--- config.mk ---
export PLATFORM = sky130hd
export DESIGN_NAME = spq_cell
export DESIGN_NICKNAME = d
export VERILOG_FILES = /design/src/spq_pkg.sv /design/src/spq_cell.sv
export SDC_FILE = /design/constraint.sdc
export NUM_CORES = 1
export LEC_CHECK = 0
export BUFFER_PORTS_ARGS = -buffer_cell sky130_fd_sc_hd__buf_2
export CAP_MARGIN = 20
export CORE_MARGIN = 2
export CORE_UTILIZATION = 42
export DETAILED_ROUTE_END_ITERATION = 10
export PLACE_DENSITY = 0.85
export SETUP_SLACK_MARGIN = 0.02
export SLEW_MARGIN = 10
export SYNTH_ARGS = -nofsm -noshare
export SYNTH_HDL_FRONTEND = slang
export SYNTH_SLANG_ARGS = --single-unit
--- constraint.sdc ---
create_clock -name clk -period 5.8 [get_ports clk]
set_input_delay 0.58 -clock clk [delete_from_list [all_inputs] [get_ports clk]]
set_output_delay 0.58 -clock clk [all_outputs]
set_load 0.03 [all_outputs]
--- src/spq_pkg.sv ---
// Package for the sorted priority queue: command, result, entry and cell-control
// structs, status and action codes and the default depth. No dependencies.
package spq_pkg;

	localparam int DepthDef = 64;

	typedef enum logic [1:0] {
		STAT_DONE  = 2'd0,
		STAT_FULL  = 2'd1,
		STAT_EMPTY = 2'd2
	} status_t;

	typedef enum logic {
		ACT_INSERT = 1'b0,
		ACT_REMOVE = 1'b1
	} action_t;

	typedef struct packed {
		logic               action;
		logic signed [15:0] priority_req;
		logic signed [31:0] payload;
	} cmd_t;

	typedef struct packed {
		logic [1:0]         status;
		logic signed [15:0] out_priority;
		logic signed [31:0] out_payload;
		logic [6:0]         occupancy;
	} rsp_t;

	typedef struct packed {
		logic signed [15:0] prio;
		logic signed [31:0] pay;
	} entry_t;

	typedef struct packed {
		logic insert;
		logic remove;
	} cell_ctrl_t;

endpackage

--- src/spq_cell.sv ---
// One cell of the sorted queue: holds one entry and trades it with its neighbors.
// Depends on spq_pkg.
module spq_cell (
	input  logic                clk,
	input  spq_pkg::cell_ctrl_t ctrl,
	input  spq_pkg::entry_t     new_ent,
	input  logic                occupied,
	input  spq_pkg::entry_t     left_ent,
	input  logic                left_stay,
	input  spq_pkg::entry_t     right_ent,
	output spq_pkg::entry_t     ent,
	output logic                stay
);

	spq_pkg::entry_t ent_q;

	assign ent  = ent_q;
	assign stay = occupied && (ent_q.prio <= new_ent.prio);

	always_ff @(posedge clk) begin
		if (ctrl.insert) begin
			if (!stay) begin
				ent_q <= left_stay ? new_ent : left_ent;
			end
		end else if (ctrl.remove) begin
			ent_q <= right_ent;
		end
	end

endmodule

-- Word-level counts from Yosys, hierarchy flattened
Index checks and enable logic that the tools add are counted.
- reductions and logical operators: 3
- eq/ne operators: 1
- order comparisons: 1
- mux-type cells: 4
- operators with widths (operator ; number):
    $mux W48 ; 4
    $le A16 B16 Y1 ; 1
    $ne A2 B2 Y1 const B ; 1
    $reduce_and A2 Y1 ; 1
    $reduce_bool A2 Y1 ; 1
    $logic_and A1 B1 Y1 ; 1
- input bits: 149
- register bits: 48
- logic and storage cells: 11

-- Longest topological paths before layout
- depth after elaboration: 4
- mapped depth: 7
- gate-level depth less buffers: 7

-- Least setup slack after synthesis
OpenSTA, ideal clock, no wires.
- path kind: input -> register
- start point: input new_ent[46] (netlist name)
- end point: register ent_q (netlist bit ent[0]) (enable)
- setup time: 0.457 ns
- arrival: 3.810 ns
- cell stages on the path: 7
- slack: 1.533 ns
- path buffers: 0
- cell sequence: inv_1 > ha_1 > nand4_2 > nor4_2 > o21ai_1 > and4_4 > o31ai_2
- longest elaborated chain between the ends: 4
- RTL lines (item ; line ; source):
    start: declaration ; spq_cell.sv:6 ; input spq_pkg::entry_t new_ent,
    $le A16 B16 Y1 ; spq_cell.sv:18 ; assign stay = occupied && (ent_q.prio <= new_ent.prio);
    $logic_and A1 B1 Y1 ; spq_cell.sv:18 ;
    $ne A2 B2 Y1 (no line) ; -- ;
    $reduce_and A2 Y1 (no line) ; -- ;
    end signal: assignment ; spq_cell.sv:23 ; ent_q <= left_stay ? new_ent : left_ent;
    end signal: assignment ; spq_cell.sv:26 ; ent_q <= right_ent;
    end: declaration ; spq_cell.sv:15 ; spq_pkg::entry_t ent_q;
No other way between the ends.
A chain may end at the register's enable or synchronous reset.

-- Final worst setup path
- start point: register ent_q (netlist bit ent[47])
- end point: output stay
- longest elaborated chain between the ends: 2
- RTL lines (item ; line ; source):
    $le A16 B16 Y1 ; spq_cell.sv:18 ;
    $logic_and A1 B1 Y1 ; spq_cell.sv:18 ;
    end: declaration ; spq_cell.sv:12 ; output logic stay
No other way between the ends.

==> qor.txt <==
final design instance area without fill -> 4030 sq um
syn_nets -> 442
number of I/O pins -> 198
total routed wirelength -> 7730 um
Max Slew Vio Count -> 0
cells after synthesis -> 277
drc violations -> 0
count of antenna-violating nets left after detailed routing -> 0
count of instances resized after the clock tree is built -> 0
Setup violations, final -> 0
Clk Latency, worst-skew pair -> 0.29 ns
Synth warnings -> 0
dominant combinational cell family by area after synthesis -> multiplexers
signal arrival time at the worst endpoint -> 2.52 ns
flip-flop cell with the highest count after synthesis -> sky130_fd_sc_hd__edfxtp_1
maximum buffer depth of the clock tree -> 2
drt via density -> 5.06
combinational cell fraction of total power -> 0.331
Hold Crit Depth -> 3
final estimated routing congestion in global placement -> 0.904
number of storage elements in the synthesis netlist -> 48
fin crit share -> 0.535
internal cell power -> 0.000637 W
Post-synth ARST share -> 0
Die H -> 87.0 um
iteration-0 DRC count of the detailed router -> 98
FP Rows -> 30
number of synthesized flops with an enable pin -> 48
max-capacitance violation count -> 0
layout-stage area growth over the synthesis result -> 39.4%
Routed met3 length -> 647 um
number of clock sinks -> 48
maximum number of pins on one net before global-route repair -> 98
number of cells traversed by the worst register-to-register path -> 7
result of the run -> complete, no violations
clock tree from TritonCTS -> done
RR Startpoint -> ent[47]$_DFFE_PP_
switching part of the total -> 0.331
Post-Place Setup Slack -> 2.70 ns
setup bufs post-CTS -> 0
top cells by area, synth -> sky130_fd_sc_hd__edfxtp_1 50%, sky130_fd_sc_hd__mux2i_1 17%, sky130_fd_sc_hd__a21oi_1 9.2%, sky130_fd_sc_hd__ha_1 6.9%, sky130_fd_sc_hd__nor2_1 6.6%
crit path max fanout -> 4
clock-pin slew on the worst setup and hold paths -> 0.08 ns
Root Buffer Master -> sky130_fd_sc_hd__clkbuf_8
parity-gate share of the synthesized area counting xor and xnor cells -> 0
Setup Crit Path Kind -> flop to primary output
endpoint required time on the critical path -> 5.22 ns
htree depth -> 2
IO buf count -> 197
total via count after detailed routing -> 2777
fraction of the mapped netlist area in compound gates -> 0.113
Horiz. Die Dim -> 87.0 um
proportion of netlist area held by the largest area contributor -> 0.498
total standard cell area after synthesis -> 2890 sq um
global router's overall resource usage -> 0.197
CTS Buf Count -> 5
Worst setup EP type -> primary output
most frequently used cell type in the post-synthesis netlist -> sky130_fd_sc_hd__a21oi_1
Distinct cells, synth -> 26
Placed Area -> 3950 sq um
max FFs per register -> 48
final worst path period need -> 3.10 ns
portion of the post-synthesis area used by sequential elements -> 0.498
routed wire length on met2 -> 3980 um
CORE AREA -> 6720 sq um
top cell type by total area after synthesis -> sky130_fd_sc_hd__edfxtp_1
Max Clock Skew -> 0.00712 ns
Final Worst Setup Slack -> 2.70 ns
initial core utilization -> 0.431
number of search-and-repair iterations in the first detailed-routing pass -> 4
total congestion overflow after global routing -> 0
NumNets Final -> 633
register share of total power -> 0.472
transition time at the pin with the least slew margin -> 0.876 ns
headroom to the max-slew limit -> 0.416
nature of the critical path startpoint -> flop
Routed wire per std cell -> 14.1 um
wire length of the first global-routing pass -> 11500 um
RSZ-0062 raised after global routing -> no
post-DP HPWL -> 6140 um
switching component of the power -> 0.000316 W
vias in the first global route -> 2530
IR drop worst, VDD -> 0.0826 mV
critical hold path startpoint -> right_ent[7]
Leakage Power -> 2.06 nW
fraction of layout cells with a size suffix above 1 -> 0.448
post-synthesis simple-gate area fraction -> 0.0990
Core Util, Final -> 0.600
total negative slack for setup checks -> 0 ns
share of synthesized area spent on multiplexers -> 0.170
hold violation count in the final report -> 0
most numerous cell types in the synthesized netlist -> 53 x sky130_fd_sc_hd__a21oi_1, 51 x sky130_fd_sc_hd__nor2_1, 49 x sky130_fd_sc_hd__mux2i_1
adder and majority gate portion of the synthesized area -> 0.0692
Hold/Removal Path Class -> input pin to flop
Critical Path Start -> ent[47]$_DFFE_PP_
syn avg cell area -> 10.4 sq um
Hold Buf Count CTS -> 0
detailed-route wire length on metal 1 -> 2980 um
maximum operating frequency -> 322 MHz
number of inserted diodes -> 0
uppermost layer routed -> met4
power after layout -> 0.000952 W
Cell Pwr Density -> 236 nW/um^2
clock share of power -> 0.196
DIE AREA -> 7570 sq um
antenna violations before repair -> 0
-- cell usage in the layout (no fill, tap or decap), drive strengths merged --
cell type	count
nand3	2
nand2	5
or2b	1
mux2i	49
a41oi	1
o31ai	1
clkinv	1
nor3	2
nor4	1
a21o	2
nand2b	1
a21oi	53
nor2	51
nand4	2
o31a	1
o21ai	2
clkbuf	7
ha	16
buf	201
inv	20
and4	1
edfxtp	48
a31oi	1
-- power groups by stage --
stage,clock network (W),registers (W),logic [W]
after floorplan,0,0.000543,0.000109
after global placement,0,0.000457,0.000304
after detailed placement,0,0.000458,0.000317
after CTS,0.000192,0.000450,0.000318
after global routing,0.000210,0.000454,0.000341
final,0.000187,0.000450,0.000315
-- worst paths after layout --
| kind | end | slack (ns) |
|---|---|---|
| worst max-delay path | stay | 2.70 |
| worst min-delay path | ent[7]$_DFFE_PP_ | 0.60 |
| worst max register to register | ent[45]$_DFFE_PP_ | 3.01 |
| worst min register to register | ent[33]$_DFFE_PP_ | 1.13 |
-- metrics by stage --
stage	hold slack, ns	cells
3_3_place_gp	0.901	540
4_1_cts	0.594	549
2_1_floorplan	0.806	277
6_report	0.598	549
3_5_place_dp	0.906	541
5_1_grt	0.599	549
-- critical path, cell delays in order, from the launching register on --
cell	delay, ns
sky130_fd_sc_hd__edfxtp_1	0.41
sky130_fd_sc_hd__ha_1	0.35
sky130_fd_sc_hd__nand4_2	0.15
sky130_fd_sc_hd__nor4_2	0.35
sky130_fd_sc_hd__o21ai_1	0.15
sky130_fd_sc_hd__a31oi_1	0.38
sky130_fd_sc_hd__o31a_1	0.23
sky130_fd_sc_hd__buf_2	0.21
-- final cells by class --
type | instances | area [sq um]
flip-flops and latches | 48 | 1440
multi-input cells | 192 | 1310
well taps | 80 | 100
repair buffers | 201 | 1020
fillers | 593 | 2690
clock buffers | 7 | 76.3
inverters | 20 | 75.1
clock inverters | 1 | 3.75
-- metal layers --
| metal | track usage | vias to the layer above |
|---|---|---|
| met1 | 0.219 | 1258 |
| li1 | - | 1379 |
| met5 | 0 | - |
| met4 | 0.0597 | 0 |
| met2 | 0.363 | 130 |
| met3 | 0.0550 | 10 |
-- kinds of logic (layout without fill, tap and decap cells) --
| kind of cell | after synthesis | in the layout |
|---|---|---|
| DFF | 48 | 48 |
| buffers and inverters | 37 | 229 |
| and+or+nand+nor | 66 | 66 |
| adders and majority gates | 16 | 16 |
| AOI/OAI and AO/OA | 61 | 61 |
| muxes | 49 | 49 |
No activity file was read; power rests on OpenSTA's default activity.
